--- src/hdl/sdi_pkg.sv ---
`timescale 1ns / 1ps
// ----------------------------------------------------------------------------
// sdi_pkg
// types, phase codes and command tables for the sd spi init sequencer
// ----------------------------------------------------------------------------
package sdi_pkg;

    typedef struct packed {
        logic       mode;
        logic [7:0] rx_byte;
    } t_in;

    typedef struct packed {
        logic [7:0] tx_byte;
        logic       select_gap;
        logic       finished;
        logic [2:0] status;
        logic       high_capacity;
    } t_out;

    localparam logic [3:0] PH_CMD0   = 4'd0;
    localparam logic [3:0] PH_IFC    = 4'd1;
    localparam logic [3:0] PH_OCR1   = 4'd2;
    localparam logic [3:0] PH_APP    = 4'd3;
    localparam logic [3:0] PH_OPC    = 4'd4;
    localparam logic [3:0] PH_OCR2   = 4'd5;
    localparam logic [3:0] PH_CRCOFF = 4'd6;
    localparam logic [3:0] PH_BLEN   = 4'd7;
    localparam logic [3:0] PH_DONE   = 4'd8;
    localparam logic [3:0] PH_IDLE   = 4'd9;

    localparam logic [2:0] ST_PRE   = 3'd0;
    localparam logic [2:0] ST_FRAME = 3'd1;
    localparam logic [2:0] ST_POLL  = 3'd2;
    localparam logic [2:0] ST_TAIL  = 3'd3;
    localparam logic [2:0] ST_POST  = 3'd4;

    localparam logic [2:0] STS_OK       = 3'd0;
    localparam logic [2:0] STS_IDLE_ERR = 3'd1;
    localparam logic [2:0] STS_OLD      = 3'd2;
    localparam logic [2:0] STS_VOLT     = 3'd3;
    localparam logic [2:0] STS_STUCK    = 3'd4;

    localparam logic [7:0] CMD_TIMEOUT_RST = 8'd100;
    localparam logic [9:0] POST_LEN        = 10'd500;
    localparam logic [7:0] CMD0_MAX        = 8'd254;

    function automatic logic [7:0] cmd_no(input logic [2:0] p);
        case (p)
            3'd1:    cmd_no = 8'd8;
            3'd2:    cmd_no = 8'd58;
            3'd3:    cmd_no = 8'd55;
            3'd4:    cmd_no = 8'd41;
            3'd5:    cmd_no = 8'd58;
            3'd6:    cmd_no = 8'd59;
            3'd7:    cmd_no = 8'd16;
            default: cmd_no = 8'd0;
        endcase
    endfunction

    function automatic logic [31:0] cmd_arg(input logic [2:0] p);
        case (p)
            3'd1:    cmd_arg = 32'h0000_01AA;
            3'd4:    cmd_arg = 32'h4000_0000;
            3'd7:    cmd_arg = 32'd512;
            default: cmd_arg = 32'd0;
        endcase
    endfunction

    function automatic logic [7:0] cmd_crc(input logic [2:0] p);
        case (p)
            3'd1:    cmd_crc = 8'h87;
            3'd4:    cmd_crc = 8'h3B;
            default: cmd_crc = 8'h95;
        endcase
    endfunction

    function automatic logic [2:0] pre_len(input logic [2:0] p);
        pre_len = (p == 3'd2) ? 3'd2 : 3'd4;
    endfunction

    function automatic logic has_tail(input logic [2:0] p);
        has_tail = (p == 3'd1) || (p == 3'd2) || (p == 3'd5);
    endfunction

    function automatic logic opens_gap(input logic [2:0] p);
        opens_gap = !((p == 3'd4) || (p == 3'd7));
    endfunction

    // byte i of the six-byte command frame
    function automatic logic [7:0] frame_byte(input logic [2:0] p, input logic [2:0] i);
        logic [31:0] a;
        a = cmd_arg(p);
        case (i)
            3'd0:    frame_byte = 8'h40 | (cmd_no(p) & 8'h3F);
            3'd1:    frame_byte = a[31:24];
            3'd2:    frame_byte = a[23:16];
            3'd3:    frame_byte = a[15:8];
            3'd4:    frame_byte = a[7:0];
            default: frame_byte = cmd_crc(p);
        endcase
    endfunction

endpackage

--- src/hdl/sd_spi_init_sequencer.sv ---
`timescale 1ns / 1ps
// ----------------------------------------------------------------------------
// sd_spi_init_sequencer
// sd card spi-mode bring-up sequencer, one byte exchange per beat
// ----------------------------------------------------------------------------
// usage:
//   input beat: mode 0 starts (or restarts) the bring-up, mode 1 reports one
//   finished spi byte exchange with the byte the card returned.
//   output beat: one per input beat, the next byte to shift, whether chip
//   select must be pulsed high first, and once done the finished flag,
//   status code and high capacity flag.
//   config channel: valid/ready write of cmd_timeout, always ready; write it
//   only while the block is idle.
// result: each accepted input beat's result is registered (skid if held).
// throughput: one beat per cycle while o_stall is low; the sequencer step is
//   a single pass of logic from the state registers, so the spi shifter sets
//   the real rate.
// reset: cmd_timeout returns to 100, sequencer idles (tx 0xff), no output.
// stall: results wait in an output register plus one skid entry; input stall
//   rises when the skid holds a beat.
// ----------------------------------------------------------------------------
module sd_spi_init_sequencer (
    input  logic          i_clk,
    input  logic          i_rst_n,
    input  logic          i_valid,
    input  sdi_pkg::t_in  i_data,
    output logic          o_stall,
    output logic          o_valid,
    output sdi_pkg::t_out o_data,
    input  logic          i_stall,
    input  logic          i_cfg_valid,
    input  logic [7:0]    i_cfg_data,
    output logic          o_cfg_ready
);
    logic [7:0] r_timeout;
    logic [3:0] r_phase, n_phase;
    logic [2:0] r_stage, n_stage;
    logic [9:0] r_cnt, n_cnt;
    logic [7:0] r_retry, n_retry;
    logic [8:0] r_poll, n_poll;
    logic [7:0] r_resp [5];
    logic [7:0] n_resp [5];
    logic       r_cap, n_cap;
    logic [2:0] r_code, n_code;

    logic          w_ready, w_take;
    sdi_pkg::t_out w_out;

    assign o_stall     = !w_ready;
    assign o_cfg_ready = 1'b1;
    assign w_take      = i_valid && w_ready;

    always_ff @(posedge i_clk) begin
        if (!i_rst_n) r_timeout <= sdi_pkg::CMD_TIMEOUT_RST;
        else if (i_cfg_valid) r_timeout <= i_cfg_data;
    end

    // one sequencer step
    always_comb begin
        logic [2:0] p;
        logic       ends, done;
        n_phase = r_phase; n_stage = r_stage; n_cnt = r_cnt; n_retry = r_retry;
        n_poll  = r_poll;  n_cap   = r_cap;   n_code = r_code;
        for (int k = 0; k < 5; k++) n_resp[k] = r_resp[k];
        p    = r_phase[2:0];
        ends = 1'b0;
        done = 1'b0;
        if (!i_data.mode) begin
            n_retry = '0; n_poll = '0; n_cap = 1'b0; n_code = sdi_pkg::STS_OK;
            for (int k = 0; k < 5; k++) n_resp[k] = '0;
            n_phase = sdi_pkg::PH_CMD0; n_stage = sdi_pkg::ST_PRE; n_cnt = '0;
        end else if (r_phase < sdi_pkg::PH_DONE) begin
            case (r_stage)
                sdi_pkg::ST_PRE: begin
                    n_cnt = r_cnt + 10'd1;
                    if (n_cnt >= {7'd0, sdi_pkg::pre_len(p)}) begin
                        n_stage = sdi_pkg::ST_FRAME; n_cnt = '0;
                    end
                end
                sdi_pkg::ST_FRAME: begin
                    n_cnt = r_cnt + 10'd1;
                    if (n_cnt >= 10'd6) begin
                        n_stage = sdi_pkg::ST_POLL; n_poll = '0;
                    end
                end
                sdi_pkg::ST_POLL: begin
                    ends   = !i_data.rx_byte[7] || (r_poll > {1'b0, r_timeout});
                    n_poll = r_poll + 9'd1;
                    if (ends) begin
                        n_resp[0] = i_data.rx_byte;
                        n_cnt     = '0;
                        if (sdi_pkg::has_tail(p)) n_stage = sdi_pkg::ST_TAIL;
                        else if (r_phase == sdi_pkg::PH_OPC) n_stage = sdi_pkg::ST_POST;
                        else done = 1'b1;
                    end
                end
                sdi_pkg::ST_TAIL: begin
                    case (r_cnt)
                        10'd0:   n_resp[1] = i_data.rx_byte;
                        10'd1:   n_resp[2] = i_data.rx_byte;
                        10'd2:   n_resp[3] = i_data.rx_byte;
                        10'd3:   n_resp[4] = i_data.rx_byte;
                        default: ;
                    endcase
                    n_cnt = r_cnt + 10'd1;
                    if (n_cnt >= 10'd5) done = 1'b1;
                end
                default: begin
                    n_cnt = r_cnt + 10'd1;
                    if (n_cnt >= sdi_pkg::POST_LEN) done = 1'b1;
                end
            endcase
            if (done) begin
                n_stage = sdi_pkg::ST_PRE;
                n_cnt   = '0;
                case (r_phase)
                    sdi_pkg::PH_CMD0: begin
                        n_retry = r_retry + 8'd1;
                        if (r_retry >= sdi_pkg::CMD0_MAX) begin
                            n_phase = sdi_pkg::PH_DONE; n_code = sdi_pkg::STS_IDLE_ERR;
                        end else if (n_resp[0] == 8'h01) n_phase = sdi_pkg::PH_IFC;
                    end
                    sdi_pkg::PH_IFC: begin
                        if (n_resp[0][2]) begin
                            n_phase = sdi_pkg::PH_DONE; n_code = sdi_pkg::STS_OLD;
                        end else if (n_resp[1] != 8'h00 || n_resp[2] != 8'h00 ||
                                     n_resp[3] != 8'h01 || n_resp[4] != 8'hAA) begin
                            n_phase = sdi_pkg::PH_DONE; n_code = sdi_pkg::STS_VOLT;
                        end else n_phase = sdi_pkg::PH_OCR1;
                    end
                    sdi_pkg::PH_OCR1: begin
                        if ((n_resp[2] & 8'h38) != 8'h38) begin
                            n_phase = sdi_pkg::PH_DONE; n_code = sdi_pkg::STS_VOLT;
                        end else begin
                            n_retry = 8'd1; n_phase = sdi_pkg::PH_APP;
                        end
                    end
                    sdi_pkg::PH_APP: n_phase = sdi_pkg::PH_OPC;
                    sdi_pkg::PH_OPC: begin
                        if (n_resp[0] != 8'h00 && r_retry < r_timeout) begin
                            n_retry = r_retry + 8'd1; n_phase = sdi_pkg::PH_APP;
                        end else if (r_retry >= r_timeout) begin
                            n_phase = sdi_pkg::PH_DONE; n_code = sdi_pkg::STS_STUCK;
                        end else n_phase = sdi_pkg::PH_OCR2;
                    end
                    sdi_pkg::PH_OCR2: begin
                        n_cap = n_resp[1][6]; n_phase = sdi_pkg::PH_CRCOFF;
                    end
                    sdi_pkg::PH_CRCOFF: n_phase = sdi_pkg::PH_BLEN;
                    default: begin
                        n_phase = sdi_pkg::PH_DONE; n_code = sdi_pkg::STS_OK;
                    end
                endcase
            end
        end
    end

    // result from the next state
    always_comb begin
        w_out = '0;
        w_out.high_capacity = n_cap;
        if (n_phase < sdi_pkg::PH_DONE) begin
            w_out.tx_byte = (n_stage == sdi_pkg::ST_FRAME) ?
                sdi_pkg::frame_byte(n_phase[2:0], n_cnt[2:0]) : 8'hFF;
            w_out.select_gap = (n_stage == sdi_pkg::ST_PRE) && (n_cnt == '0) &&
                sdi_pkg::opens_gap(n_phase[2:0]);
        end else if (n_phase == sdi_pkg::PH_DONE) begin
            w_out.finished = 1'b1;
            w_out.status   = n_code;
        end else begin
            w_out.tx_byte       = 8'hFF;
            w_out.high_capacity = 1'b0;
        end
    end

    always_ff @(posedge i_clk) begin
        if (!i_rst_n) begin
            r_phase <= sdi_pkg::PH_IDLE;
            r_stage <= sdi_pkg::ST_PRE;
            r_cnt   <= '0;
            r_retry <= '0;
            r_poll  <= '0;
            r_cap   <= 1'b0;
            r_code  <= sdi_pkg::STS_OK;
        end else if (w_take) begin
            r_phase <= n_phase;
            r_stage <= n_stage;
            r_cnt   <= n_cnt;
            r_retry <= n_retry;
            r_poll  <= n_poll;
            r_cap   <= n_cap;
            r_code  <= n_code;
        end
    end

    always_ff @(posedge i_clk) begin
        if (w_take) begin
            for (int k = 0; k < 5; k++) r_resp[k] <= n_resp[k];
        end
    end

    sdi_out_reg u_out (
        .i_clk   (i_clk),
        .i_rst_n (i_rst_n),
        .i_valid (w_take),
        .i_data  (w_out),
        .o_ready (w_ready),
        .o_valid (o_valid),
        .o_data  (o_data),
        .i_stall (i_stall)
    );

    assert property (@(posedge i_clk) disable iff (!i_rst_n)
        w_take && !i_data.mode |=> r_phase == sdi_pkg::PH_CMD0)
        else $error("start did not enter cmd0");
    assert property (@(posedge i_clk) disable iff (!i_rst_n)
        r_phase == sdi_pkg::PH_DONE && w_take && i_data.mode |=> r_phase == sdi_pkg::PH_DONE)
        else $error("left done without start");
    assert property (@(posedge i_clk) disable iff (!i_rst_n)
        r_stage == sdi_pkg::ST_FRAME |-> r_cnt < 10'd6)
        else $error("frame index out of range");
    assert property (@(posedge i_clk) disable iff (!i_rst_n)
        r_code <= sdi_pkg::STS_STUCK)
        else $error("bad status code");
endmodule

--- src/hdl/sdi_out_reg.sv ---
`timescale 1ns / 1ps
// ----------------------------------------------------------------------------
// sdi_out_reg
// output register with skid stage, full rate while the receiver takes results
// ----------------------------------------------------------------------------
module sdi_out_reg (
    input  logic           i_clk,
    input  logic           i_rst_n,
    input  logic           i_valid,
    input  sdi_pkg::t_out  i_data,
    output logic           o_ready,
    output logic           o_valid,
    output sdi_pkg::t_out  o_data,
    input  logic           i_stall
);
    logic          r_valid, r_skid_valid;
    sdi_pkg::t_out r_data, r_skid;

    assign o_ready = !r_skid_valid;
    assign o_valid = r_valid;
    assign o_data  = r_data;

    always_ff @(posedge i_clk) begin
        if (!i_rst_n) begin
            r_valid      <= 1'b0;
            r_skid_valid <= 1'b0;
        end else begin
            if (!r_valid || !i_stall) begin
                if (r_skid_valid) begin
                    r_valid      <= 1'b1;
                    r_skid_valid <= 1'b0;
                end else begin
                    r_valid <= i_valid;
                end
            end else if (i_valid && !r_skid_valid) begin
                r_skid_valid <= 1'b1;
            end
        end
    end

    always_ff @(posedge i_clk) begin
        if (!r_valid || !i_stall) begin
            r_data <= r_skid_valid ? r_skid : i_data;
        end
        if (r_valid && i_stall && i_valid && !r_skid_valid) begin
            r_skid <= i_data;
        end
    end

    // skid only fills while output is held
    assert property (@(posedge i_clk) disable iff (!i_rst_n)
        $rose(r_skid_valid) |-> $past(r_valid && i_stall))
        else $error("skid filled without stall");
    assert property (@(posedge i_clk) disable iff (!i_rst_n)
        r_skid_valid |-> r_valid)
        else $error("skid full with empty output");
    assert property (@(posedge i_clk) disable iff (!i_rst_n)
        r_valid && i_stall |=> r_valid)
        else $error("held result dropped");
endmodule

--- config.mk ---
export PLATFORM = sky130hd
export DESIGN_NAME = sd_spi_init_sequencer
export DESIGN_NICKNAME = d
export VERILOG_FILES = /design/src/hdl/sdi_pkg.sv /design/src/hdl/sd_spi_init_sequencer.sv /design/src/hdl/sdi_out_reg.sv
export SDC_FILE = /design/constraint.sdc
export NUM_CORES = 1
export LEC_CHECK = 0
export BUFFER_PORTS_ARGS = -buffer_cell sky130_fd_sc_hd__buf_2
export CAP_MARGIN = 5
export CORE_MARGIN = 1.5
export CORE_UTILIZATION = 45
export CTS_CLUSTER_DIAMETER = 120
export DETAILED_ROUTE_END_ITERATION = 16
export PLACE_DENSITY = 0.75
export SLEW_MARGIN = 20
export SYNTH_ARGS = -nofsm -noshare
export SYNTH_HDL_FRONTEND = slang
export SYNTH_SLANG_ARGS = --single-unit
--- constraint.sdc ---
create_clock -name i_clk -period 3.58 [get_ports i_clk]
set_clock_uncertainty 0.1 [all_clocks]
set_input_delay 0.358 -clock i_clk [delete_from_list [all_inputs] [get_ports i_clk]]
set_output_delay 0.358 -clock i_clk [all_outputs]
set_load 0.01 [all_outputs]
==> run summary <==
The die area came out at 17600 um^2. The wire length per cell came out at 17.1 um. The cell count after synthesis came out at 819. The required time of the critical path is 3.65 ns.

The run finished, with violations left. The power density over the cells is 372 nW/um^2. The overall track demand over capacity in global routing came out at 0.227. STA classifies the critical path endpoint as a flip-flop. Pin placement for this block handled 39 I/O pins.

The final cell count without fillers came out at 1208. The delay of the slowest cell on the worst path is 0.41 ns. The number of instances in the placed design came out at 1158.

The first global-routing pass estimated 31900 um of wire. The worst setup path is launched from a flip-flop. The net count of the mapped netlist came out at 866. The tree built by TritonCTS fans out to 116 sinks. The hold violation count in the final report is 0.

The type of the most critical hold path is in -> reg. The checks that failed: setup timing. The row count is 47. In the routed layout, each cell is associated on average with a via count of 5.69. The footprint of the flip-flops and latches is 3020 um^2. The count of yosys warnings during synthesis is 0. The count of unresolved DRC violations after routing is 0. The post-layout instance area came out at 9970 um^2.

TritonCTS built the clock tree. The die width came out at 133 um. The total wire length after detailed routing came out at 20600 um.

The first detailed-routing pass ran for 6 iterations. The largest net degree at the start of global routing came out at 49. The number of maximum-capacitance constraint violations is 0. The count of filler cells inserted in the layout is 1359.

After synthesis the netlist holds a flip-flop and latch count of 116. The worst-skew pair later-pin latency is 0.43 ns. The footprint of the multi-input gates came out at 4600 um^2. The count of input and output buffers came out at 37. The final period utilization came out at 1.06.

The number of DRC markers after the initial detailed-route iteration came out at 592. The number of vias in the routed layout is 6875. The net count reported at finish is 1022. The number of slew-limit violations in the final report came out at 0. The root buffer cell chosen for the clock tree is sky130_fd_sc_hd__clkbuf_16. The area growth from synthesis to layout is 31.9%. The standard cell core area is 16500 um^2. In this run the deepest clock path goes through 2 buffers. The initial antenna violation count is 0. Hold timing on the final database bottoms out at a slack of 0.0694 ns. The most common flop cell mapped by yosys is sky130_fd_sc_hd__edfxtp_1. The congestion estimate from routability-driven global placement came to 0.898. The sum of buffers and inverters on the critical path is 3. The proportion of layout cells with a drive suffix above 1 is 0.338. In this run the cell area measured after placement is 8860 um^2. The number of buffers inserted during clock tree synthesis is 17. The total of endpoints with negative setup slack in the final report is 17. After clock tree synthesis, the clock-pin slew on the worst setup and hold paths is 0.05 ns. The worst slack after detailed placement is -0.272 ns. The mean post-synth cell area came out at 9.23 um^2. The data arrival time of the critical path came out at 3.88 ns. Among cell families on the critical path, the largest total delay comes from simple AND/OR/NAND/NOR gates.

The effective utilization at floorplan came out at 0.459. The setup total negative slack came out at -2.64 ns. The leakage dissipation came out at 4.04 nW. Setup repair after global routing could not meet its margin everywhere. The HPWL after detailed placement is 13600 um.

The worst pin sits at a relative slew slack of 0.529. The distinct cell type count of the synthesized netlist is 95. From bottom edge to top edge, the die measures 133 um. CTS built an H-tree with a depth of 4.

The count of antenna-violating nets left after detailed routing came out at 0. Among all stages on the critical path, the largest delay is contributed by sky130_fd_sc_hd__or3_4. The final critical delay including setup and external delays came out at 3.81 ns. The overall overflow remaining after global route is 0. The top fanout value on the critical path came out at 6. The number of diodes added for antenna fixing came out at 0. The number of buffers inserted for hold repair after clock tree synthesis came out at 0. The share of flip-flops with an asynchronous set or reset is 0. The maximum clock frequency is 263 MHz.

The number of enable-type register cells in the synthesized netlist is 68. The via count of the first global-routing pass is 6356. At the pin with the least slew margin, the transition time is 0.706 ns.

Among the stages of the critical path, the cell type that occurs most often is sky130_fd_sc_hd__buf_6. The maximum resistive drop on vdd is 0.374 mV. After synthesis the cells add up to 7560 um^2. The signal on the critical path passes through inv_2 -> ha_4 -> and4b_1 -> or3b_4 -> o211ai_4 -> buf_6 -> a21oi_2 -> or3_4 -> buf_6 -> nor4b_4 -> o22a_2 -> nor3_2 -> a31o_1 -> a211oi_2 -> o21ai_1. The critical setup path kind is reg -> reg. Once routing completed, OpenROAD measured the worst setup slack at -0.227 ns. The proportion of synthesized chip area in sequential cells is 0.397.
-- repair_timing --
action	4_1_cts	5_1_grt
setup buffers	5	14
pin swaps	23	26
endpoints found under the setup margin	20	32
hold endpoints to repair	0	0
gates resized for setup	40	46
-- registers in the layout (all words and copies together), names as in the netlist --
register            count
u_out.o_valid           1
r_code                  3
r_timeout               8
u_out.o_data           14
r_cap                   1
u_out.r_skid           14
r_stage                 3
r_poll                  9
r_phase                 4
r_cnt                  10
r_resp                 40
u_out.r_skid_valid      1
r_retry                 8
-- area by class of cell --
type / instances / share of cell area
tap: 220 / 0.0276
inverter: 30 / 0.0113
multi-input combinational: 620 / 0.461
sequential: 116 / 0.303
clock buffer: 26 / 0.0543
clock inverter: 6 / 0.00628
timing repair buffer: 190 / 0.136
-- layout by cell type, fill, tap and decap left out, types with 6 or more instances in the layout --
cell type and n:
sky130_fd_sc_hd__ha_1 18, sky130_fd_sc_hd__a21boi_0 9, sky130_fd_sc_hd__nor2_1 55, sky130_fd_sc_hd__a22oi_1 7, sky130_fd_sc_hd__mux2i_1 38, sky130_fd_sc_hd__buf_6 7, sky130_fd_sc_hd__nor3_1 9, sky130_fd_sc_hd__o21ai_1 10
sky130_fd_sc_hd__a21oi_1 21, sky130_fd_sc_hd__nand4_1 20, sky130_fd_sc_hd__clkbuf_16 19, sky130_fd_sc_hd__a31oi_1 6, sky130_fd_sc_hd__dfxtp_2 11, sky130_fd_sc_hd__xor2_1 10, sky130_fd_sc_hd__buf_4 146, sky130_fd_sc_hd__mux2_2 6
sky130_fd_sc_hd__nor2b_1 57, sky130_fd_sc_hd__dfxtp_1 37, sky130_fd_sc_hd__nand3_1 20, sky130_fd_sc_hd__buf_2 37, sky130_fd_sc_hd__and2_1 10, sky130_fd_sc_hd__or3_1 8, sky130_fd_sc_hd__nand2_1 91, sky130_fd_sc_hd__ha_4 6
sky130_fd_sc_hd__inv_2 8, sky130_fd_sc_hd__o211ai_1 11, sky130_fd_sc_hd__nor4_1 6, sky130_fd_sc_hd__nand2b_1 7, sky130_fd_sc_hd__a21o_1 7, sky130_fd_sc_hd__o21ai_0 33, sky130_fd_sc_hd__o21a_1 6, sky130_fd_sc_hd__inv_1 22
sky130_fd_sc_hd__and3_1 7, sky130_fd_sc_hd__edfxtp_1 68
-- metrics by stage --
step | power (mW) | util
after floorplan | 1.79 | -
after global placement | 1.94 | 0.538
after detailed placement | 1.95 | 0.538
after CTS | 3.69 | 0.588
after global routing | 3.82 | 0.605
final | 3.71 | 0.605
-- kinds of logic after synthesis --
| family | after synthesis | synth area share |
|---|---|---|
| AND/OR/NAND/NOR | 340 | 0.242 |
| adder cells (fa/ha/maj) | 25 | 0.0414 |
| XOR/XNOR | 14 | 0.0162 |
| multiplexers | 54 | 0.0745 |
| other | 1 | 0.000496 |
| flip-flops | 116 | 0.397 |
| buffers and inverters | 83 | 0.0477 |
| AO/OA/AOI/OAI | 186 | 0.181 |
-- path summary, 6_finish.rpt --
kind	start	endpoint	slack, ns	cells past startpoint
max reg2reg	r_timeout[7]$_SDFFE_PN0P_	u_out.o_data[6]$_DFFE_PP_	-0.23	15
min	i_cfg_data[6]	r_timeout[6]$_SDFFE_PN1P_	0.07	3
min reg2reg	r_code[2]$_SDFFE_PN0P_	r_code[2]$_SDFFE_PN0P_	0.38	2
max	r_timeout[7]$_SDFFE_PN0P_	u_out.o_data[6]$_DFFE_PP_	-0.23	15
-- power breakdown --
part | leakage [nW] | internal (mW) | switching (mW)
combinational | 2.70 | 0.199 | 0.269
clock | 0.298 | 1.11 | 0.618
sequential | 1.03 | 1.48 | 0.0277
-- metal layers --
metal,track usage,share of wire,vias up
li1,-,-,3312
met4,0.0952,0.024,0
met5,0,0,-
met1,0.306,0.44,3234
met3,0.0456,0.064,44
met2,0.357,0.47,285
-- worst reg2reg max path: cells and delay by family (launching register included) --
family | cells | cell delay [ns]
AND/OR/NAND/NOR | 5 | 1.45
flip-flops | 1 | 0.33
buffers and inverters | 3 | 0.35
AO/OA/AOI/OAI | 6 | 1.07
adder cells (fa/ha/maj) | 1 | 0.26
-- cells in the mapped netlist (4+ instances only) --
library cell | instances | area share
sky130_fd_sc_hd__nor4_1 | 7 | 0.0058
sky130_fd_sc_hd__xor2_1 | 10 | 0.012
sky130_fd_sc_hd__xnor2_1 | 4 | 0.0046
sky130_fd_sc_hd__o22ai_1 | 4 | 0.0033
sky130_fd_sc_hd__nor2b_1 | 58 | 0.048
sky130_fd_sc_hd__buf_2 | 21 | 0.014
sky130_fd_sc_hd__a21oi_1 | 25 | 0.017
sky130_fd_sc_hd__nor2_1 | 60 | 0.030
sky130_fd_sc_hd__nand4_1 | 20 | 0.017
sky130_fd_sc_hd__a22oi_1 | 8 | 0.0079
sky130_fd_sc_hd__and3_1 | 7 | 0.0058
sky130_fd_sc_hd__o31ai_1 | 7 | 0.0070
sky130_fd_sc_hd__edfxtp_1 | 68 | 0.27
sky130_fd_sc_hd__o211ai_1 | 11 | 0.011
sky130_fd_sc_hd__clkbuf_1 | 25 | 0.012
sky130_fd_sc_hd__nor3_1 | 11 | 0.0073
sky130_fd_sc_hd__mux2_2 | 8 | 0.012
sky130_fd_sc_hd__a21o_1 | 7 | 0.0070
sky130_fd_sc_hd__a21boi_0 | 11 | 0.011
sky130_fd_sc_hd__dfxtp_1 | 48 | 0.13
sky130_fd_sc_hd__mux2i_1 | 45 | 0.060
sky130_fd_sc_hd__a31oi_1 | 7 | 0.0058
sky130_fd_sc_hd__a211oi_1 | 7 | 0.0070
sky130_fd_sc_hd__nand2b_1 | 9 | 0.0074
sky130_fd_sc_hd__o21ai_1 | 7 | 0.0046
sky130_fd_sc_hd__nand2_1 | 92 | 0.046
sky130_fd_sc_hd__o31a_1 | 5 | 0.0058
sky130_fd_sc_hd__inv_1 | 29 | 0.014
sky130_fd_sc_hd__nand3_1 | 22 | 0.015
sky130_fd_sc_hd__o21ai_0 | 36 | 0.024
sky130_fd_sc_hd__and2_1 | 11 | 0.0091
sky130_fd_sc_hd__or3_1 | 10 | 0.0083
sky130_fd_sc_hd__or2_2 | 4 | 0.0033
sky130_fd_sc_hd__o21a_1 | 7 | 0.0070
sky130_fd_sc_hd__ha_1 | 25 | 0.041
Power figures use the tool's default switching activity.
